===== config.mk =====
export PLATFORM = sky130hd
export DESIGN_NAME = cmrs_alu
export DESIGN_NICKNAME = d
export VERILOG_FILES = /design/src/rtl/core/cmrs_pkg.sv /design/src/rtl/core/cmrs_alu.sv
export SDC_FILE = /design/constraint.sdc
export NUM_CORES = 1
export LEC_CHECK = 0
export BUFFER_PORTS_ARGS = -buffer_cell sky130_fd_sc_hd__buf_2
export CAP_MARGIN = 40
export CORE_UTILIZATION = 30
export DETAILED_ROUTE_END_ITERATION = 8
export SYNTH_ARGS = -nofsm -noshare
export SYNTH_HDL_FRONTEND = slang
export SYNTH_SLANG_ARGS = --single-unit

===== constraint.sdc =====
create_clock -name vclk -period 12.55
set_input_delay 1.8825 -clock vclk [all_inputs]
set_output_delay 1.8825 -clock vclk [all_outputs]
set_load 0.03 [all_outputs]

===== src/rtl/core/cmrs_pkg.sv =====
`timescale 1ns / 1ps
// Package for the counting multiset rank/select unit: sizes, codes, state
// and payload types. Depends on nothing; cmrs_alu, cmrs_seq and the top level use it.
package cmrs_pkg;

   localparam int NUM_KEYS   = 1024;
   localparam int COUNT_BITS = 16;
   localparam int ADDR_BITS  = (NUM_KEYS > 2) ? $clog2(NUM_KEYS) : 1;
   localparam int SUM_BITS   = COUNT_BITS + ADDR_BITS;
   localparam int KEY_W      = 10;
   localparam int RANK_W     = 16;
   localparam int ALU_BITS   = (SUM_BITS > RANK_W) ? SUM_BITS : RANK_W;

   localparam logic [ADDR_BITS-1:0] LAST_KEY = ADDR_BITS'(NUM_KEYS - 1);

   localparam logic [1:0] ACT_REMOVE = 2'd0;
   localparam logic [1:0] ACT_INSERT = 2'd1;
   localparam logic [1:0] ACT_SELECT = 2'd2;

   typedef enum logic [2:0] {
      ST_CLEAR,
      ST_IDLE,
      ST_UPD_RD,
      ST_UPD_WR,
      ST_SEL
   } state_type;

   typedef enum logic {
      ALU_ADD,
      ALU_SUB
   } alu_op_type;

   typedef struct packed {
      logic [1:0]        action;
      logic [KEY_W-1:0]  key;
      logic [RANK_W-1:0] rank;
   } req_type;

   typedef struct packed {
      logic             found;
      logic [KEY_W-1:0] found_key;
      logic             error;
   } rsp_type;

   typedef struct packed {
      alu_op_type          op;
      logic [ALU_BITS-1:0] a;
      logic [ALU_BITS-1:0] b;
      logic [ALU_BITS-1:0] thr;
   } alu_req_type;

   typedef struct packed {
      logic [ALU_BITS-1:0] result;
      logic                ge;
   } alu_rsp_type;

endpackage


===== src/rtl/core/cmrs_alu.sv =====
`timescale 1ns / 1ps
// Shared arithmetic unit: one add/subtract and one compare against a threshold.
// Depends on cmrs_pkg.
module cmrs_alu (
   input  cmrs_pkg::alu_req_type alu_req,
   output cmrs_pkg::alu_rsp_type alu_rsp
);

   logic [cmrs_pkg::ALU_BITS-1:0] result;

   always_comb begin
      if (alu_req.op == cmrs_pkg::ALU_ADD) begin
         result = alu_req.a + alu_req.b;
      end else begin
         result = alu_req.a - alu_req.b;
      end
   end

   assign alu_rsp.result = result;
   assign alu_rsp.ge     = (result >= alu_req.thr);

endmodule


==> results of run 1 <==
metrics by stage:
stage               area [um2]  cells  util [%]  power (W)  hold WS (ns)
finish                    3202    567     38.77  0.0003057         4.262
global route              3202    567     38.77  0.0003396         4.296
CTS                       3202    567     38.77  0.0003074         4.265
detailed placement        3202    567     38.77  0.0003065         4.265
global placement          3202    567     38.77  0.0003044         4.264
floorplan                 2570    364         -  0.0002241         4.018
cell usage in the layout (no fill, tap or decap), types with 3 or more instances in the layout:
cell type	instances
buf_2	106
ha_1	52
a21oi_1	40
xnor2_1	40
inv_1	38
nor2_1	38
o21ai_0	19
nand2_1	16
nor3_1	12
a21o_1	12
nand4_1	10
o211ai_1	9
xor2_1	7
a31oi_1	6
nor2b_1	6
o21a_1	5
a211oi_1	4
a21boi_0	4
nor4_1	3
cell usage after synthesis, types with 3 or more instances:
| master | instances | area share, % |
|---|---|---|
| ha_1 | 52 | 25 |
| a21o_1 | 12 | 3.5 |
| o21a_1 | 5 | 1.5 |
| clkbuf_1 | 8 | 1.2 |
| a31oi_1 | 6 | 1.5 |
| a211oi_1 | 4 | 1.2 |
| a21boi_0 | 4 | 1.2 |
| nor3_1 | 12 | 2.3 |
| nor4_1 | 3 | 0.73 |
| nor2_1 | 38 | 5.6 |
| xor2_1 | 7 | 2.4 |
| nand2_1 | 16 | 2.3 |
| inv_1 | 38 | 5.6 |
| o211ai_1 | 9 | 2.6 |
| xnor2_1 | 40 | 14 |
| nor2b_1 | 6 | 1.5 |
| nand4_1 | 10 | 2.4 |
| a21oi_1 | 40 | 7.8 |
| o21ai_0 | 19 | 3.7 |
area by class of cell:
cell class,instances,area (um2)
fill,915,5056
tap,105,131.4
timing repair buffer,106,530.5
multi-input combinational,318,2397
inverter,38,142.6
worst max-delay path, stage by stage:
cell      delay [ns]
buf_2           0.12
inv_1           0.05
ha_1            0.17
or4b_4          0.50
nor4b_4         0.31
and2b_1         0.20
and2b_2         0.19
a21oi_1         0.08
xnor2_1         0.15
ha_1            0.35
a21oi_1         0.16
o21ai_0         0.12
or2_2           0.29
a311o_1         0.33
a221oi_2        0.27
xnor2_1         0.12
ha_1            0.30
nand4_1         0.10
nor2_1          0.12
o21ai_0         0.14
o211ai_1        0.13
buf_2           0.22
power breakdown:
group          switching, W  total [W]  internal [W]
registers                 0          0             0
logic              0.000191   0.000306      0.000115
clock network             0          0             0
worst paths after layout:
| kind | startpoint | endpoint | slack (ns) | cells past startpoint |
|---|---|---|---|---|
| worst max-delay path | alu_req[26] | alu_rsp[0] | 4.34 | 22 |
| worst min-delay path | alu_req[53] | alu_rsp[2] | 4.26 | 3 |
per-layer routing:
metal | up-vias | routed length, um
li1 | 1514 | -
met1 | 1275 | 3521
met4 | 0 | 0
met3 | 0 | 271
met2 | 55 | 3338
met5 | - | 0
cell families (layout without fill, tap and decap cells):
logic type               Yosys count  in the layout  synth area share (%)
AO/OA/AOI/OAI                    115            115                 28.68
AND/OR/NAND/NOR                  100            100                 21.03
adder cells (fa/ha/maj)           53             53                 26.10
XOR/XNOR                          48             48                 16.65
buffers and inverters             46            144                 6.719
multiplexers                       2              2                0.8276
==> flow_summary.toml, run 1 <==
[power]
powerDensity_nw_per_um2 = 95.47
leakage_nw = 1.625
peakVddDrop_mv = 0.02869

[finish]
diodes = 0
drive_gt1_share_pct = 25.76
clkbuf_count = 0
ff_latch_area_um2 = 0
flops_and_latches = 0
syn_to_final_growth_pct = 24.59
nNetsFinal = 596

[yosys]
ys_types = 49
ys_warn_count = 0
seq_area_frac_synth_pct = 0
syn-num-nets = 496
syn_area_per_cell_um2 = 7.060
syn_inst = 364
post_synth_instance_area_um2 = 2570

[clock_tree]
postCtsHoldBufs = 0
cts_setup_buffers = 0
ctsResizeCount = 0

[critical_path]
cp.required_ns = 10.67
cp-start-kind = "input port"
endpoint_kind = "output port"
path_max_fanout = 5
crit_type = "in -> out"
arrival_ns = 6.32

[floorplanning]
rows = 33
ioPinCount = 106
core_area_um2 = 8258
chipHeight_um = 94.56
die-area_um2 = 8941
die_w_um = 94.56
initial_utilization_pct = 31.12

[timing]
final_hold_viol_count = 0
slew_viol_final = 0
setup_viol = 0
rsz0062_at_grt = "false"
setup_ws_ns = 4.344
slew_headroom_pct = 61.62
period_minus_slack_ns = 8.206
worst_pin_slew_ns = 0.5698
clock.fmax_ghz = 0.1219
tns_ns = 0
timing.final.crit_share_pct = 65.39

[grt]
grt_use_met2_pct = 28.32
grt_usage_pct = 15.52
use_met1_pct = 21.36
busiest_layer = "met2"
grt_pass1_vias = 2618
grtUsageMet3_pct = 0.5636
grt_pass1_wl_mm = 11.56
antenna_found_initial = 0
grt_overflow = 0
grt_max_degree = 26

[status]
status = "completed"

[placement]
dp_slack_ns = 4.328
hpwl_mm = 6.496
gp_congestion = 0.8597
portBuffers = 106

[hold_path]
hold_path_class = "in -> out"

[routing]
wire_per_inst_um = 12.57
drc = 0
vias_per_cell = 5.016
dr.pass1.iters = 4
ant_nets = 0
vias = 2844
drt-total-wl_mm = 7.130
drtIter0Drc = 115

[job]
maxCapViolCount = 0
No activity file was read; power rests on OpenSTA's default activity.
==> inputs of run 2 (changes only) <==
Clock period 12.55 ns to 7.15 ns, I/O delays scaled along.
==> flow_summary.toml, run 2 (synthesized netlist as in run 1, its figures left out) <==
[power]
leakage_nw = 1.630
peakVddDrop_mv = 0.04530
powerDensity_nw_per_um2 = 167.0

[placement]
gp_congestion = 0.8683
portBuffers = 106
hpwl_mm = 6.381

[timing]
rsz0062_at_grt = "false"
worst_pin_slew_ns = 0.5095
timing.final.crit_share_pct = 92.55
setup_viol = 0
final_hold_viol_count = 0
clock.fmax_ghz = 0.1511
slew_headroom_pct = 65.97
period_minus_slack_ns = 6.617
tns_ns = 0
slew_viol_final = 0

[finish]
drive_gt1_share_pct = 25.92
multiInputGateArea_um2 = 2397
fillers = 908
syn_to_final_growth_pct = 24.88
layout_common_cells = "buf_2, ha_1, a21oi_1, xnor2_1"
ff_latch_area_um2 = 0
clkbuf_count = 0
finish.utilization_pct = 38.86
diodes = 0
flops_and_latches = 0
nNetsFinal = 597
layout_commonest_cell = "buf_2"

[clock_tree]
postCtsHoldBufs = 0
cts_setup_buffers = 0
ctsResizeCount = 0

[critical_path]
cp-start-kind = "input port"
startpoint = "alu_req[26]"
path_max_fanout = 5
cp.required_ns = 6.08
arrival_ns = 5.54
endpoint_kind = "output port"
crit_type = "in -> out"

[routing]
vias_per_cell = 5.018
drt-total-wl_mm = 7.070
dr.pass1.iters = 4
drtIter0Drc = 143
ant_nets = 0
drc = 0
wire_per_inst_um = 12.45
vias = 2850

[floorplanning]
initial_utilization_pct = 31.12
core_area_um2 = 8258
die-area_um2 = 8941
die_w_um = 94.56
rows = 33
chipHeight_um = 94.56
ioPinCount = 106

[grt]
grt_pass1_wl_mm = 11.32
grt_max_degree = 26
antenna_found_initial = 0
grt_pass1_vias = 2572
grt_usage_pct = 15.16
grt_overflow = 0

[status]
status = "completed"

[job]
maxCapViolCount = 0

[hold_path]
hp-start = "alu_req[53]"
hold_path_class = "in -> out"
-- run 2: cell count changes in the layout (fill, tap and decap cells not counted) --
cell	change
buf_4	+1
-- run 2: worst paths after layout --
check | slack (ns) | depth (start not counted) | end
worst max-delay path | 0.53 | 22 | alu_rsp[0]
worst min-delay path | 2.65 | 3 | alu_rsp[2]
-- run 2: power breakdown --
group | switching (W) | internal [W]
clock | 0 | 0
combinational | 0.000333 | 0.000203
sequential | 0 | 0
total | 0.000333 | 0.000203
-- run 2: per-stage QoR --
| stage | hold slack [ns] | worst slack (ns) | instance area [um2] | cells | power, W |
|---|---|---|---|---|---|
| detailed placement | 2.646 | 0.5055 | 3209 | 568 | 0.0005375 |
| floorplan | 2.398 | 0.1977 | 2570 | 364 | 0.0003934 |
| global route | 2.674 | 0.1891 | 3209 | 568 | 0.0005936 |
| global placement | 2.643 | 0.5675 | 3209 | 568 | 0.0005357 |
| CTS | 2.646 | 0.4892 | 3209 | 568 | 0.0005391 |
| finish | 2.652 | 0.5325 | 3209 | 568 | 0.0005360 |
-- run 2: layout make-up --
cell class	count	area share [%]
multi-input cells	318	74.70
inverters	38	4.444
well taps	105	4.094
repair buffers	107	16.76
-- run 2: worst max-delay path: stages --
cell      delay (ns)
buf_2           0.12
inv_1           0.05
ha_1            0.17
or4b_4          0.50
nor4b_4         0.31
and2b_1         0.20
and2b_2         0.18
a21oi_1         0.09
xnor2_1         0.15
ha_1            0.34
a21oi_1         0.17
o21ai_0         0.14
or2_2           0.30
a311o_1         0.33
a221oi_2        0.27
xnor2_1         0.12
ha_1            0.30
nand4_1         0.09
nor2_1          0.13
o21ai_0         0.14
o211ai_1        0.12
buf_2           0.23
-- run 2: layer usage --
layer	global-route usage (%)	part of all wire, %	vias to the layer above
li1	-	-	1520
met1	21.65	50	1276
met2	26.63	46	54
met3	0.6441	3.7	0
met4	0	0	0
met5	0	0	-
==> inputs of run 3 (changes only) <==
Settings changed: CORE_ASPECT_RATIO set to 0.75.
==> flow_summary.toml, run 3 (synthesized netlist as in run 1, its figures left out) <==
[routing]
drtIter0Drc = 188
wire_per_inst_um = 13.34
vias_per_cell = 5.085
drc = 0
dr.pass1.iters = 4
vias = 2888
drt-total-wl_mm = 7.579
ant_nets = 0

[hold_path]
hp-start = "alu_req[53]"
hold_path_class = "in -> out"

[power]
finalPower_w = 0.0005470
power_frac_clock_pct = 0
swShare_pct = 62.74
p_comb_share_pct = 100.0
peakVddDrop_mv = 0.09435
p_int_w = 0.0002038
switchingPower_w = 0.0003431
leakage_nw = 1.632
seqPwrFrac_pct = 0
powerDensity_nw_per_um2 = 170.0

[critical_path]
startpoint = "alu_req[26]"
arrival_ns = 5.49
cp-start-kind = "input port"
cp.required_ns = 6.08
crit_type = "in -> out"
endpoint_kind = "output port"
path_max_fanout = 6

[floorplanning]
die_w_um = 108.9
rows = 28
core_area_um2 = 8093
initial_utilization_pct = 31.76
die-area_um2 = 8945
chipHeight_um = 82.16
ioPinCount = 106

[grt]
busiest_layer = "met1"
grtUsageMet3_pct = 0.9419
grt_use_met2_pct = 25.35
grt_max_degree = 26
use_met1_pct = 26.59
grt_pass1_wl_mm = 12.25
grt_overflow = 0
grt_usage_pct = 16.70
grt_pass1_vias = 2596
antenna_found_initial = 0

[timing]
rsz0062_at_grt = "false"
period_minus_slack_ns = 6.563
timing.final.crit_share_pct = 91.79
setup_viol = 0
clock.fmax_ghz = 0.1524
slew_headroom_pct = 65.88
final_hold_viol_count = 0
worst_pin_slew_ns = 0.5108
slew_viol_final = 0
tns_ns = 0

[finish]
layout_commonest_cell = "buf_2"
drive_gt1_share_pct = 25.92
fin_area_um2 = 3217
nNetsFinal = 597
instances_no_fill = 568
ff_latch_area_um2 = 0
diodes = 0
syn_to_final_growth_pct = 25.17
finish.utilization_pct = 39.75
flops_and_latches = 0
clkbuf_count = 0
layout_common_cells = "buf_2, ha_1, a21oi_1, xnor2_1"
fillers = 884

[clock_tree]
cts_setup_buffers = 0

[placement]
portBuffers = 106
gp_congestion = 0.8829
dp_cells = 568
place_area_um2 = 3209
hpwl_mm = 6.778

[status]
status = "completed"

[job]
maxCapViolCount = 0
[run 3: cell type report]
type	instances	area, um2	share of cell area, %
Inverter	38	142.6	4.434
Multi-Input combinational cell	318	2405	74.76
Tap cell	105	131.4	4.084
Timing Repair Buffer	107	538.0	16.72
[run 3: critical path, stage by stage]
cell,delay [ns]
buf_2,0.12
inv_1,0.06
ha_1,0.17
or4b_4,0.50
nor4b_4,0.31
and2b_1,0.20
a21oi_1,0.09
xnor2_1,0.15
ha_1,0.39
a21oi_4,0.23
a21boi_0,0.11
o21ai_1,0.17
mux2_2,0.35
a21oi_1,0.10
o311ai_0,0.18
ha_1,0.34
a21oi_1,0.17
nor2b_1,0.06
o21ai_0,0.16
a21oi_1,0.08
nor3_1,0.16
o211ai_1,0.12
buf_2,0.19
[run 3: per-stage QoR]
step | setup slack (ns) | hold WS, ns
after floorplan | 0.1977 | 2.398
after global placement | 0.5753 | 2.645
after detailed placement | 0.5043 | 2.649
after CTS | 0.4968 | 2.649
after global routing | 0.06634 | 2.668
final | 0.5868 | 2.645
[run 3: path summary, 6_finish.rpt]
path                  slack [ns]          to  depth (start not counted)
worst max-delay path        0.59  alu_rsp[0]                         23
worst min-delay path        2.65  alu_rsp[2]                          3
[run 3: timing repair]
item / CTS / global route
endpoints found under the setup margin: 0 / 1
gates resized for setup: 0 / 2
hold buffers: 0 / 0
[run 3: per-layer routing]
metal  vias to the layer above  part of all wire (%)
met5                         -                     0
met4                         0                  0.25
met3                         4                   4.9
met2                        73                    40
met1                      1288                    55
li1                       1523                     -
[run 3: power groups by stage]
stage | logic [W] | clock network (W) | registers [W]
6_report | 0.000547 | 0 | 0
4_1_cts | 0.000546 | 0 | 0
5_1_grt | 0.000605 | 0 | 0
2_1_floorplan | 0.000393 | 0 | 0
3_5_place_dp | 0.000544 | 0 | 0
3_3_place_gp | 0.000540 | 0 | 0
