===== src/rtl/core/cmrs_pkg.sv =====
`timescale 1ns / 1ps
// Package for the counting multiset rank/select unit: sizes, codes, state
// and payload types. Depends on nothing; cmrs_alu, cmrs_seq and the top level use it.
package cmrs_pkg;

   localparam int NUM_KEYS   = 1024;
   localparam int COUNT_BITS = 16;
   localparam int ADDR_BITS  = (NUM_KEYS > 2) ? $clog2(NUM_KEYS) : 1;
   localparam int SUM_BITS   = COUNT_BITS + ADDR_BITS;
   localparam int KEY_W      = 10;
   localparam int RANK_W     = 16;
   localparam int ALU_BITS   = (SUM_BITS > RANK_W) ? SUM_BITS : RANK_W;

   localparam logic [ADDR_BITS-1:0] LAST_KEY = ADDR_BITS'(NUM_KEYS - 1);

   localparam logic [1:0] ACT_REMOVE = 2'd0;
   localparam logic [1:0] ACT_INSERT = 2'd1;
   localparam logic [1:0] ACT_SELECT = 2'd2;

   typedef enum logic [2:0] {
      ST_CLEAR,
      ST_IDLE,
      ST_UPD_RD,
      ST_UPD_WR,
      ST_SEL
   } state_type;

   typedef enum logic {
      ALU_ADD,
      ALU_SUB
   } alu_op_type;

   typedef struct packed {
      logic [1:0]        action;
      logic [KEY_W-1:0]  key;
      logic [RANK_W-1:0] rank;
   } req_type;

   typedef struct packed {
      logic             found;
      logic [KEY_W-1:0] found_key;
      logic             error;
   } rsp_type;

   typedef struct packed {
      alu_op_type          op;
      logic [ALU_BITS-1:0] a;
      logic [ALU_BITS-1:0] b;
      logic [ALU_BITS-1:0] thr;
   } alu_req_type;

   typedef struct packed {
      logic [ALU_BITS-1:0] result;
      logic                ge;
   } alu_rsp_type;

endpackage


===== src/rtl/core/cmrs_seq.sv =====
`timescale 1ns / 1ps
// Sequencer: clearing pass, read-modify-write of one count, and the prefix walk.
// Drives the count RAM and the shared ALU. Depends on cmrs_pkg.
module cmrs_seq (
   input  logic                              clock,
   input  logic                              reset,
   input  logic                              start,
   input  cmrs_pkg::req_type                 req_data,
   output logic                              busy,
   output logic                              rsp_strobe,
   output cmrs_pkg::rsp_type                 rsp_data,
   output logic                              ram_wr_en,
   output logic [cmrs_pkg::ADDR_BITS-1:0]    ram_wr_addr,
   output logic [cmrs_pkg::COUNT_BITS-1:0]   ram_wr_data,
   output logic [cmrs_pkg::ADDR_BITS-1:0]    ram_rd_addr,
   input  logic [cmrs_pkg::COUNT_BITS-1:0]   ram_rd_data,
   output cmrs_pkg::alu_req_type             alu_req,
   input  cmrs_pkg::alu_rsp_type             alu_rsp
);

   cmrs_pkg::state_type                state_ff, state_in;
   logic [cmrs_pkg::ADDR_BITS-1:0]     addr_ff, addr_in;
   logic [cmrs_pkg::ADDR_BITS-1:0]     dkey_ff, dkey_in;
   logic                               pend_ff, pend_in;
   logic [cmrs_pkg::SUM_BITS-1:0]      sum_ff, sum_in;
   cmrs_pkg::req_type                  req_ff, req_in;
   cmrs_pkg::rsp_type                  rsp_ff, rsp_in;
   logic                               rsp_strobe_ff, rsp_strobe_in;

   logic accept;
   logic key_oor;
   logic [cmrs_pkg::ADDR_BITS-1:0] key_addr;

   assign accept   = start && (state_ff == cmrs_pkg::ST_IDLE);
   assign key_oor  = (32'(req_data.key) >= cmrs_pkg::NUM_KEYS);
   assign key_addr = cmrs_pkg::ADDR_BITS'(req_ff.key);

   // Next state.
   always_comb begin
      state_in = state_ff;
      case (state_ff)
         cmrs_pkg::ST_CLEAR: begin
            if (addr_ff == cmrs_pkg::LAST_KEY) begin
               state_in = cmrs_pkg::ST_IDLE;
            end
         end
         cmrs_pkg::ST_IDLE: begin
            if (accept) begin
               case (req_data.action)
                  cmrs_pkg::ACT_REMOVE, cmrs_pkg::ACT_INSERT: begin
                     state_in = key_oor ? cmrs_pkg::ST_IDLE : cmrs_pkg::ST_UPD_RD;
                  end
                  cmrs_pkg::ACT_SELECT: begin
                     state_in = cmrs_pkg::ST_SEL;
                  end
                  default: begin
                     state_in = cmrs_pkg::ST_IDLE;
                  end
               endcase
            end
         end
         cmrs_pkg::ST_UPD_RD: begin
            state_in = cmrs_pkg::ST_UPD_WR;
         end
         cmrs_pkg::ST_UPD_WR: begin
            state_in = cmrs_pkg::ST_IDLE;
         end
         cmrs_pkg::ST_SEL: begin
            if (pend_ff && (alu_rsp.ge || (dkey_ff == cmrs_pkg::LAST_KEY))) begin
               state_in = cmrs_pkg::ST_IDLE;
            end
         end
         default: begin
            state_in = cmrs_pkg::ST_IDLE;
         end
      endcase
   end

   // Datapath, RAM and ALU control.
   always_comb begin
      addr_in       = addr_ff;
      dkey_in       = dkey_ff;
      pend_in       = pend_ff;
      sum_in        = sum_ff;
      req_in        = req_ff;
      rsp_in        = rsp_ff;
      rsp_strobe_in = 1'b0;
      ram_wr_en     = 1'b0;
      ram_wr_addr   = key_addr;
      ram_wr_data   = cmrs_pkg::COUNT_BITS'(alu_rsp.result);
      ram_rd_addr   = key_addr;
      alu_req.op    = cmrs_pkg::ALU_ADD;
      alu_req.a     = cmrs_pkg::ALU_BITS'(ram_rd_data);
      alu_req.b     = cmrs_pkg::ALU_BITS'(1);
      alu_req.thr   = cmrs_pkg::ALU_BITS'(req_ff.rank);

      case (state_ff)
         cmrs_pkg::ST_CLEAR: begin
            ram_wr_en   = 1'b1;
            ram_wr_addr = addr_ff;
            ram_wr_data = '0;
            addr_in     = addr_ff + 1'b1;
         end
         cmrs_pkg::ST_IDLE: begin
            if (accept) begin
               req_in  = req_data;
               addr_in = '0;
               pend_in = 1'b0;
               sum_in  = '0;
               rsp_in  = '0;
               // Unused action codes and keys beyond the store answer at once.
               case (req_data.action)
                  cmrs_pkg::ACT_REMOVE, cmrs_pkg::ACT_INSERT: begin
                     if (key_oor) begin
                        rsp_in.error  = 1'b1;
                        rsp_strobe_in = 1'b1;
                     end
                  end
                  cmrs_pkg::ACT_SELECT: begin
                  end
                  default: begin
                     rsp_strobe_in = 1'b1;
                  end
               endcase
            end
         end
         cmrs_pkg::ST_UPD_RD: begin
         end
         cmrs_pkg::ST_UPD_WR: begin
            rsp_in        = '0;
            rsp_strobe_in = 1'b1;
            if (req_ff.action == cmrs_pkg::ACT_REMOVE) begin
               alu_req.op = cmrs_pkg::ALU_SUB;
               if (ram_rd_data == '0) begin
                  rsp_in.error = 1'b1;
               end else begin
                  ram_wr_en = 1'b1;
               end
            end else begin
               if (ram_rd_data == '1) begin
                  rsp_in.error = 1'b1;
               end else begin
                  ram_wr_en = 1'b1;
               end
            end
         end
         cmrs_pkg::ST_SEL: begin
            // Reads run one key ahead of the running sum.
            ram_rd_addr = addr_ff;
            addr_in     = addr_ff + 1'b1;
            dkey_in     = addr_ff;
            pend_in     = 1'b1;
            alu_req.a   = cmrs_pkg::ALU_BITS'(sum_ff);
            alu_req.b   = cmrs_pkg::ALU_BITS'(ram_rd_data);
            if (pend_ff) begin
               sum_in = cmrs_pkg::SUM_BITS'(alu_rsp.result);
               if (alu_rsp.ge) begin
                  rsp_in.found     = 1'b1;
                  rsp_in.found_key = cmrs_pkg::KEY_W'(dkey_ff);
                  rsp_in.error     = 1'b0;
                  rsp_strobe_in    = 1'b1;
               end else if (dkey_ff == cmrs_pkg::LAST_KEY) begin
                  rsp_in        = '0;
                  rsp_strobe_in = 1'b1;
               end
            end
         end
         default: begin
         end
      endcase
   end

   always_ff @(posedge clock) begin
      if (reset) begin
         state_ff      <= cmrs_pkg::ST_CLEAR;
         addr_ff       <= '0;
         pend_ff       <= 1'b0;
         rsp_strobe_ff <= 1'b0;
      end else begin
         state_ff      <= state_in;
         addr_ff       <= addr_in;
         pend_ff       <= pend_in;
         rsp_strobe_ff <= rsp_strobe_in;
      end
   end

   always_ff @(posedge clock) begin
      dkey_ff <= dkey_in;
      sum_ff  <= sum_in;
      req_ff  <= req_in;
      rsp_ff  <= rsp_in;
   end

   assign busy       = (state_ff != cmrs_pkg::ST_IDLE);
   assign rsp_strobe = rsp_strobe_ff;
   assign rsp_data   = rsp_ff;

endmodule


===== config.mk =====
export PLATFORM = sky130hd
export DESIGN_NAME = cmrs_seq
export DESIGN_NICKNAME = d
export VERILOG_FILES = /design/src/rtl/core/cmrs_pkg.sv /design/src/rtl/core/cmrs_seq.sv
export SDC_FILE = /design/constraint.sdc
export NUM_CORES = 1
export LEC_CHECK = 0
export BUFFER_PORTS_ARGS = -buffer_cell sky130_fd_sc_hd__buf_4
export CAP_MARGIN = 10
export CORE_ASPECT_RATIO = 0.8
export CORE_MARGIN = 5
export CORE_UTILIZATION = 52
export CTS_BUF_LIST = sky130_fd_sc_hd__clkbuf_8
export DETAILED_ROUTE_END_ITERATION = 8
export GPL_TIMING_DRIVEN = 0
export HOLD_SLACK_MARGIN = 0.02
export PLACE_DENSITY = 0.94
export SYNTH_ARGS = -nofsm -noshare
export SYNTH_HDL_FRONTEND = slang
export SYNTH_SLANG_ARGS = --single-unit

===== constraint.sdc =====
create_clock -name clock -period 5.47 [get_ports clock]
set_input_delay 0.2735 -clock clock [delete_from_list [all_inputs] [get_ports clock]]
set_output_delay 0.2735 -clock clock [all_outputs]
set_load 0.02 [all_outputs]

==> results of run 1 <==
## final cells by class
class	count	area [um2]	area share (%)
flip-flops and latches	91	2580	41.3
multi-input cells	285	1600	25.5
repair buffers	184	1390	22.2
plain buffers	56	360	5.76
well taps	112	140	2.24
clock buffers	10	138	2.20
clock inverters	6	41.3	0.660
inverters	3	11.3	0.180
## registers in the layout (all words and copies together) (netlist names)
signal	flops
addr_ff	10
alu_req	16
dkey_ff	10
key_addr	10
pend_ff	1
req_ff	2
rsp_data	12
rsp_strobe	1
state_ff	3
sum_ff	26
## power groups by stage
stage	Clock [mW]	Combinational (mW)	Sequential, mW
after floorplan	0	0.797	1.12
after global placement	0	1.39	1.08
after detailed placement	0	1.44	1.09
after CTS	0.414	1.44	1.07
after global routing	0.444	1.53	1.09
final	0.407	1.43	1.07
## worst paths after layout
check              startpoint             end  slack [ps]
setup reg to reg  state_ff[1]      sum_ff[22]        3130
setup / recovery  state_ff[1]  ram_rd_addr[0]        2850
hold reg to reg       pend_ff      rsp_strobe         520
hold / removal    req_data[1]      alu_req[1]          90
## cell families (layout without fill, tap and decap cells)
kind of cell               count (synthesis)  after routing  share of synthesized area, %
and+or+nand+nor                          222            222                          26.1
buffers and inverters                     59            259                          8.30
adders and majority gates                  1              1                         0.280
AOI/OAI and AO/OA                         30             30                          4.47
other                                      1             20                        0.0838
DFF                                       91             91                          57.7
muxes                                     12             12                          3.02
## per-layer routing
layer	up-vias	routed length, um
li1	1809	-
met1	1685	4660
met2	155	5650
met3	11	953
met4	0	129
met5	-	0
## cells in the mapped netlist (all sizes together) (2+ instances only)
| cell | n |
|---|---|
| nand2 | 89 |
| edfxtp | 76 |
| and2 | 53 |
| buf | 46 |
| nor2b | 16 |
| a21oi | 15 |
| dfxtp | 15 |
| nor2 | 14 |
| and3 | 12 |
| mux2 | 12 |
| clkbuf | 10 |
| nand4 | 8 |
| nor3 | 6 |
| nor4 | 6 |
| nand3 | 4 |
| o21ai | 4 |
| inv | 3 |
| or3 | 3 |
| a211oi | 2 |
| nand2b | 2 |
| o211ai | 2 |
| or2 | 2 |
| or3b | 2 |
## per-stage QoR
| step | instance area [um2] | instances | utilization, % | hold WS [ps] |
|---|---|---|---|---|
| 3_3_place_gp | 6060 | 730 | 71.8 | 452 |
| 6_report | 6260 | 747 | 74.1 | 87.9 |
| 4_1_cts | 6260 | 747 | 74.1 | 71.5 |
| 2_1_floorplan | 4550 | 435 | - | 346 |
| 3_5_place_dp | 6080 | 731 | 72.0 | 453 |
| 5_1_grt | 6260 | 747 | 74.1 | 61.5 |
==> reports/metrics.csv, run 1 <==
metric,value,unit
largest net degree at the start of global routing,31,
cts repair resizes,0,
"commonest non-fill, non-tap cell in the layout",buf_4,
Sw Share,39.4,%
largest area contributor in the netlist,edfxtp_1,
CP endpoint kind,output pin,
Critical path buffers and inverters,5,
Crit Path Class,flop to output pin,
GR peak layer,met2,
total congestion overflow,0,
cells on worst reg2reg path,6,
row count,30,
Slew Limit Fails,0,
area of the core,8450,um2
Pwr per Cell Area,465,nW/um2
Startpoint Class,flop,
"critical path fanouts, max",19,
GRT Overall Usage,21.4,%
crit-path cells,buf_2 > nor2_4 > nand2_2 > inv_2 > buf_2 > buf_2 > nand2_1 > nand2_1 > buf_4,
CTS Buf Count,9,
Pint,1.76,mW
Cells after Synth,416,
worst hold path stage count,1,
Worst-Margin Slew,1170,ps
status,finished clean,
die area,10600,um2
1st-pass router iterations,4,
Max Cap Viol,0,
Main synth FF type,edfxtp_1,
WL per Instance,15.3,um
GR Util met3,4.79,%
RePlAce Congestion,0.895,
Vias,3660,
maximum vdd drop,0.000294,V
HP Class,primary input to flop,
pre-CTS WS,3120,ps
layout cells sized above 1,42.4,%
detail-routed via count per cell,4.90,
Post-CTS Hold Fix Bufs,0,
Die Span X,114,um
first-pass GRT wire length,17800,um
Post-Route WL,11400,um
CTS tree,done,
Layout Nets,705,
"Distinct cells, synth",47,
ANT nets after route,0,
setup tns final,0,ps
Lkg Pwr,2.83,nW
Initial Util,53.0,%
met2 Usage GRT,36.2,%
Setup Buffers After CTS,0,
CTS Buffer Depth,2,
RSZ-0062 raised after global routing,false,
Detailed Place HPWL,9000,um
met1 Usage GRT,28.0,%
register area share after synthesis,57.7,%
fill cell count,623,
initial antenna violation count,0,
area grow syn2layout,39.8,%
"Cell Area, Synth",4480,um2
worst path arrival time,2350,ps
total chip power,2.91,mW
most frequent CP cell,buf_2,
port buffer count,183,
Fin. Hold Viols,0,
Detailed Route Iter0 Violations,212,
"Data required, critical path",5200,ps
clk sinks,91,
fmax,0.382,GHz
later-pin clock latency in the skew report,360,ps
critical path's largest stage delay,380,ps
# DRC,0,
combinational power share,49.3,%
period utilisation layout,47.9,%
"Clk pin slew, worst setup/hold paths",90,ps
number of global-route vias before repair,3533,
final worst setup slack,2850,ps
ANT cells,0,
Post-synth EDFFs,76,
Reg power frac,36.7,%
Final min period,2620,ps
CTS root buffer,clkbuf_8,
skew final,8.39,ps
most frequent cells in the layout,"220 x buf_4, 88 x nand2_1, 76 x edfxtp_1, 52 x and2_1, 20 x conb_1",
area share of the largest cell type after synthesis,51.0,%
Finish-stage setup viols,0,
H-tree depth,3,
Psw,1.15,mW
ys async rst share,0,%
CP top delay family,buffers and inverters,
Synth Register Bits,91,
Max-slew headroom,22.0,%
Synth area leaders,"edfxtp_1 51%, nand2_1 7.4%, and2_1 7.3%",
Clk network pwr share,14.0,%
Die H,93.0,um
Top Ports,204,
Critical Path Stages,9,
Mean Syn Cell Area,10.8,um2
CP max stage cell,buf_2,
yosys warns,0,
Note: power is estimated with default switching activity, not from simulation.
==> run 2: changes to the inputs <==
--- a/config.mk
+++ b/config.mk
@@ -5,16 +5,17 @@
 export SDC_FILE = /design/constraint.sdc
 export NUM_CORES = 1
 export LEC_CHECK = 0
+export ABC_AREA = 1
 export BUFFER_PORTS_ARGS = -buffer_cell sky130_fd_sc_hd__buf_4
 export CAP_MARGIN = 10
 export CORE_ASPECT_RATIO = 0.8
 export CORE_MARGIN = 5
-export CORE_UTILIZATION = 52
+export CORE_UTILIZATION = 44
 export CTS_BUF_LIST = sky130_fd_sc_hd__clkbuf_8
 export DETAILED_ROUTE_END_ITERATION = 8
 export GPL_TIMING_DRIVEN = 0
 export HOLD_SLACK_MARGIN = 0.02
-export PLACE_DENSITY = 0.94
+export PLACE_DENSITY = 0.85
 export SYNTH_ARGS = -nofsm -noshare
 export SYNTH_HDL_FRONTEND = slang
 export SYNTH_SLANG_ARGS = --single-unit
==> constraint.sdc (replaced) <==
create_clock -name clock -period 2.3 [get_ports clock]
set_input_delay 0.115 -clock clock [delete_from_list [all_inputs] [get_ports clock]]
set_output_delay 0.115 -clock clock [all_outputs]
set_load 0.02 [all_outputs]
==> run 2 against run 1 <==
Effect of this change: critical path depth down 2; count of clock-buffer cells in the layout unchanged; synthesized cell count increased by 21%; cell count grew 19%; power increased by 140%; largest power group unchanged; first-iteration DRC count increased by 85%; design area is 6.7% higher; worst setup slack got worse by 2700 ps.
==> reports/metrics.csv, run 2 <==
metric,value,unit,change
status,finished clean,,
layout cells sized above 1,36.1,%,-6.2 points
area of the core,10200,um2,+21%
met2 Usage GRT,35.6,%,-0.59 points
Post-synth EDFFs,76,,unchanged
final core utilization,65.2,%,-8.9 points
max reg flops,26,,unchanged
period utilisation layout,93.6,%,
Pint,4.02,mW,+130%
die area,12600,um2,+19%
commonest cells in the netlist,"93 x nor2_1, 81 x nand2_1, 76 x edfxtp_1, 75 x inv_1, 38 x o21ai_0",,
"commonest non-fill, non-tap cell in the layout",buf_4,,
RePlAce Congestion,0.897,,+0.28%
clk sinks,91,,unchanged
GR peak layer,met2,,
area share of the largest cell type after synthesis,49.8,%,-1.2 points
Post-Route WL,13400,um,+18%
yosys warns,0,,unchanged
CP endpoint,sum_ff[21],,
CTS root buffer,clkbuf_8,,
number of global-route vias before repair,4050,,+15%
Worst-Margin Slew,876,ps,-292 ps
# DRC,0,,unchanged
ANT cells,0,,unchanged
Biggest register,sum_ff,,
CTS Buffer Depth,2,,unchanged
most frequent cells in the layout,"219 x buf_4, 93 x nor2_1, 81 x nand2_1, 77 x inv_1, 76 x edfxtp_1",,
"Clk pin slew, worst setup/hold paths",80,ps,about the same
total congestion overflow,0,,unchanged
Initial Util,44.8,%,-8.2 points
final worst setup slack,146,ps,-2700 ps
largest net degree at the start of global routing,32,,+3.2%
first-pass GRT wire length,20600,um,+16%
port buffer count,182,,-0.55%
Cells after Synth,504,,+21%
"Distinct cells, synth",32,,-32%
Startpoint Class,flop,,
H-tree depth,3,,unchanged
pre-CTS WS,-162,ps,-3280 ps
ys async rst share,0,%,unchanged
Detailed Route Iter0 Violations,392,,+85%
Main synth FF type,edfxtp_1,,
largest area contributor in the netlist,edfxtp_1,,
"Cell Area, Synth",4590,um2,+2.5%
later-pin clock latency in the skew report,360,ps,about the same
Synth area leaders,"edfxtp_1 50%, nor2_1 7.6%, nand2_1 6.6%",,
Vias,4230,,+16%
maximum vdd drop,0.000650,V,+120%
fmax,0.464,GHz,
"Data required, critical path",2360,ps,-2840 ps
cells on worst reg2reg path,7,,+1
flop-to-flop setup slack,150,ps,-2980 ps
Finish-stage setup viols,0,,unchanged
register area share after synthesis,56.3,%,-1.4 points
ANT nets after route,0,,unchanged
top-count cell post-synth,nor2_1,,
detail-routed via count per cell,4.75,,-3.0%
CTS Buf Count,9,,unchanged
met1 Usage GRT,26.5,%,-1.5 points
Layout Nets,820,,+16%
RR Startpoint,state_ff[2],,
Fin. Hold Viols,0,,unchanged
Lkg Pwr,3.11,nW,+9.8%
Die Span X,124,um,+9.2%
Psw,2.90,mW,+150%
Sw Share,41.9,%,+2.5 points
worst path arrival time,2210,ps,-140 ps
Worst Setup SP,state_ff[2],,
row count,33,,+10%
Final min period,2150,ps,
1st-pass router iterations,5,,+1
Mean Syn Cell Area,9.10,um2,-15%
area grow syn2layout,45.5,%,
Max Cap Viol,0,,unchanged
Crit Path Class,flop to flop,,
GR Util met3,7.65,%,+2.9 points
"critical path fanouts, max",15,,-4
CTS tree,done,,
GRT Overall Usage,21.4,%,about the same
Top Ports,204,,unchanged
skew final,10.6,ps,+2.26 ps
RSZ-0062 raised after global routing,false,,
Detailed Place HPWL,9970,um,+11%
HP Class,primary input to flop,,
Reg power frac,35.4,%,-1.3 points
WL per Instance,15.1,um,-1.1%
Die H,101,um,+9.0%
combinational power share,50.7,%,+1.4 points
Max-slew headroom,41.4,%,+19 points
Clk network pwr share,13.8,%,-0.2 points
Synth Register Bits,91,,unchanged
CP endpoint kind,flop,,
Pwr per Cell Area,1040,nW/um2,+120%
Slew Limit Fails,0,,unchanged
initial antenna violation count,0,,unchanged
RR Endpoint,sum_ff[21],,
-- run 2: worst min path at each step --
stage | start | to | slack [ps] | cells past startpoint
floorplan | req_data[0] | alu_req[0] | 210 | 0
global placement | req_data[10] | alu_req[10] | 290 | 1
detailed placement | req_data[1] | alu_req[1] | 290 | 1
CTS | alu_rsp[25] | sum_ff[24] | 50 | 3
global route | alu_rsp[19] | sum_ff[18] | 40 | 3
finish | alu_rsp[19] | sum_ff[18] | 60 | 3
-- run 2: through the flow --
step                      area [um2]  power [mW]  hold WS [ps]  TNS, ps  std cells
after CTS                       6680        6.94          46.7        0        890
after floorplan                 4660        4.52           214        0        523
after global placement          6200        5.82           293    -8250        845
after global routing            6680        7.31          40.6        0        890
final                           6680        6.92          60.6        0        890
after detailed placement        6210        5.94           294    -1940        846
-- run 2: final cells by class --
type	instances	area, um2
Clock buffer	10	138
Multi-Input combinational cell	296	1360
Clock inverter	6	35.0
Inverter	82	308
Buffer	54	422
Sequential cell	91	2580
Fill cell	805	3560
Tap cell	140	175
Timing Repair Buffer	211	1660
-- run 2: cell families (layout without fill, tap and decap cells) --
logic type	after synthesis	after routing	synth area share [%]
other cells	1	20	0.0818
simple gates	213	213	19.9
buf+inv	136	363	15.9
fa+ha+maj	1	1	0.273
flops	91	91	56.3
compound gates	62	62	7.58
-- run 2: layer usage --
metal | up-vias | part of all wire, %
li1 | 2039 | -
met1 | 1978 | 40
met2 | 193 | 48
met3 | 20 | 11
met4 | 0 | 1.4
met5 | - | 0
-- run 2: worst max-delay path: stages, from the launching register on --
cell and delay [ps]:
dfxtp_1 450, inv_2 120, nor2_4 200, inv_2 60, buf_6 150, buf_6 170, a21oi_4 460, buf_6 250
-- run 2: power by group through the flow --
stage	Clock, mW	Combinational (mW)	Sequential, mW
floorplan	0	1.99	2.53
global placement	0	3.35	2.48
detailed placement	0	3.45	2.49
CTS	0.972	3.51	2.45
global route	1.05	3.77	2.49
finish	0.959	3.51	2.45
-- run 2: repair_timing --
item	CTS	global route
endpoints found under the setup margin	12	0
hold endpoints to repair	28	0
setup buffers	0	0
hold buffers	28	0
resized for setup	1	0
==> run 3: changes to the inputs <==
--- a/config.mk
+++ b/config.mk
@@ -8,14 +8,13 @@
 export ABC_AREA = 1
 export BUFFER_PORTS_ARGS = -buffer_cell sky130_fd_sc_hd__buf_4
 export CAP_MARGIN = 10
-export CORE_ASPECT_RATIO = 0.8
 export CORE_MARGIN = 5
 export CORE_UTILIZATION = 44
 export CTS_BUF_LIST = sky130_fd_sc_hd__clkbuf_8
 export DETAILED_ROUTE_END_ITERATION = 8
 export GPL_TIMING_DRIVEN = 0
 export HOLD_SLACK_MARGIN = 0.02
-export PLACE_DENSITY = 0.85
+export PLACE_DENSITY = 0.83
 export SYNTH_ARGS = -nofsm -noshare
 export SYNTH_HDL_FRONTEND = slang
 export SYNTH_SLANG_ARGS = --single-unit
==> run 3 against run 2 <==
Effect of this change: sequential share of layout area down 0.21 points; clock skew is 3.6 ps higher; die area shrank 0.10%; combinational power about the same; wire length fell by 1.1%; utilization up 0.41 points; via count down 0.78%; worst setup slack better by 130 ps; fmax up 6.4%; cell count down 0.45%; design area grew 0.54%; power is 2.4% higher.
==> reports/metrics.csv, run 3 (synthesis results as in run 2) <==
metric,value,unit,change
Worst Setup SP,state_ff[2],,
most frequent cells in the layout,"219 x buf_4, 93 x nor2_1, 81 x nand2_1, 78 x inv_1, 76 x edfxtp_1",,
Clk network pwr share,16.1,%,+2.3 points
"commonest non-fill, non-tap cell in the layout",buf_4,,
RePlAce Congestion,0.892,,-0.53%
Top Ports,204,,unchanged
die area,12600,um2,-0.10%
fill cell count,771,,-4.2%
RR Endpoint,rsp_data[8],,
WL per Instance,15.0,um,-0.67%
row count,37,,+12%
Lkg Pwr,3.13,nW,+0.75%
"Data required, critical path",2280,ps,-80 ps
clk sinks,91,,unchanged
maximum vdd drop,0.000662,V,+1.9%
combinational power share,49.5,%,-1.2 points
Finish-stage setup viols,0,,unchanged
"non-filler cells, final",886,,-0.45%
Seq. cell area,2580,um2,unchanged
Die Span X,112,um,-9.7%
Vias,4197,,-0.78%
Reg power frac,34.4,%,-1.0 points
CTS Buf Count,9,,unchanged
ANT cells,0,,unchanged
largest net degree at the start of global routing,32,,unchanged
first-pass GRT wire length,20500,um,-0.50%
Startpoint Class,flop,,
RR Startpoint,state_ff[2],,
Final min period,2020,ps,-129 ps
Layout Nets,820,,unchanged
initial antenna violation count,0,,unchanged
Placed Cells,842,,-0.47%
CTS Buffer Depth,2,,unchanged
Biggest register,sum_ff,,
Psw,2.87,mW,-1.1%
HP Class,primary input to flop,,
Setup Buffers After CTS,0,,unchanged
layout cells sized above 1,36.0,%,-0.13 points
total congestion overflow,0,,unchanged
CP endpoint kind,flop,,
later-pin clock latency in the skew report,350,ps,about the same
cells on worst reg2reg path,6,,-1
skew final,14.2,ps,+3.60 ps
Die H,112,um,+11%
Initial Util,44.8,%,about the same
port buffer count,182,,unchanged
Pwr per Cell Area,1060,nW/um2,+1.8%
Max Cap Viol,0,,unchanged
total chip power,7.09,mW,+2.4%
fmax,0.494,GHz,+6.4%
Worst-Margin Slew,893,ps,+16.5 ps
1st-pass router iterations,7,,+2
GRT Overall Usage,20.4,%,-0.99 points
setup tns final,0,ps,unchanged
"critical path fanouts, max",12,,-3
CTS root buffer,clkbuf_8,,
worst path arrival time,2000,ps,-210 ps
CP endpoint,rsp_data[8],,
Crit Path Class,flop to flop,,
Sw Share,40.5,%,-1.4 points
Post-Route WL,13300,um,-1.1%
max reg flops,26,,unchanged
Detailed Route Iter0 Violations,299,,-24%
flop-to-flop setup slack,280,ps,+130 ps
number of global-route vias before repair,4100,,+1.2%
Slew Limit Fails,0,,unchanged
ANT nets after route,0,,unchanged
H-tree depth,3,,unchanged
final worst setup slack,275,ps,+129 ps
# DRC,0,,unchanged
area of the core,10200,um2,about the same
Fin. Hold Viols,0,,unchanged
area grow syn2layout,46.3,%,
period utilisation layout,88.0,%,-5.6 points
"Clk pin slew, worst setup/hold paths",90,ps,about the same
Detailed Place HPWL,9860,um,-1.1%
RSZ-0062 raised after global routing,false,,
Pint,4.22,mW,+4.8%
hold path start,alu_rsp[20],,
multi-input logic area,1360,um2,unchanged
pre-CTS WS,45.7,ps,+208 ps
status,finished clean,,
detail-routed via count per cell,4.74,,-0.33%
CTS tree,done,,
Max-slew headroom,40.3,%,-1.1 points
[run 3: worst max-delay path, cell delays in order, from the launching register on]
cell	delay [ps]
dfxtp_1	440
inv_2	110
nor2_4	180
inv_2	60
buf_6	150
buf_6	170
a31oi_2	530
[run 3: layout make-up]
cell class,count,share of cell area (%)
Sequential cell,91,38.5
Timing Repair Buffer,211,24.8
Multi-Input combinational cell,296,20.2
Buffer,54,6.28
Inverter,82,4.59
Tap cell,136,2.54
Clock buffer,9,1.85
Clock inverter,7,1.29
[run 3: per-layer routing]
metal	wire, um	GRT usage [%]	vias up
met5	0	0	-
met4	214	5.61	0
met3	1340	6.68	22
met2	6540	35.2	216
met1	5180	24.4	1922
li1	-	-	2037
[run 3: power groups by stage]
stage | logic [mW] | clock network [mW] | registers [mW]
after detailed placement | 3.45 | 0 | 2.48
final | 3.51 | 1.14 | 2.44
after global routing | 3.77 | 1.24 | 2.47
after CTS | 3.50 | 1.17 | 2.44
after floorplan | 1.99 | 0 | 2.53
after global placement | 3.34 | 0 | 2.47
[run 3: how the worst min path moves through the flow]
stage | to | slack, ps | cells after the start
2_1_floorplan | alu_req[0] | 210 | 0
3_3_place_gp | alu_req[2] | 290 | 1
3_5_place_dp | alu_req[4] | 290 | 1
4_1_cts | sum_ff[19] | 50 | 3
5_1_grt | sum_ff[19] | 50 | 3
6_report | sum_ff[19] | 60 | 3
[run 3: stage by stage]
stage | util, % | hold slack, ps | cell area, um2
after CTS | 65.5 | 46.4 | 6700
after detailed placement | 60.7 | 294 | 6210
after global placement | 60.6 | 293 | 6200
after global routing | 65.6 | 47.7 | 6710
after floorplan | - | 214 | 4660
final | 65.6 | 59.2 | 6710
[run 3: what timing repair did]
action,in CTS,in global routing
gates resized for setup,0,1
endpoints found under the hold margin,28,0
hold buffers,28,0
setup endpoints to repair,0,17
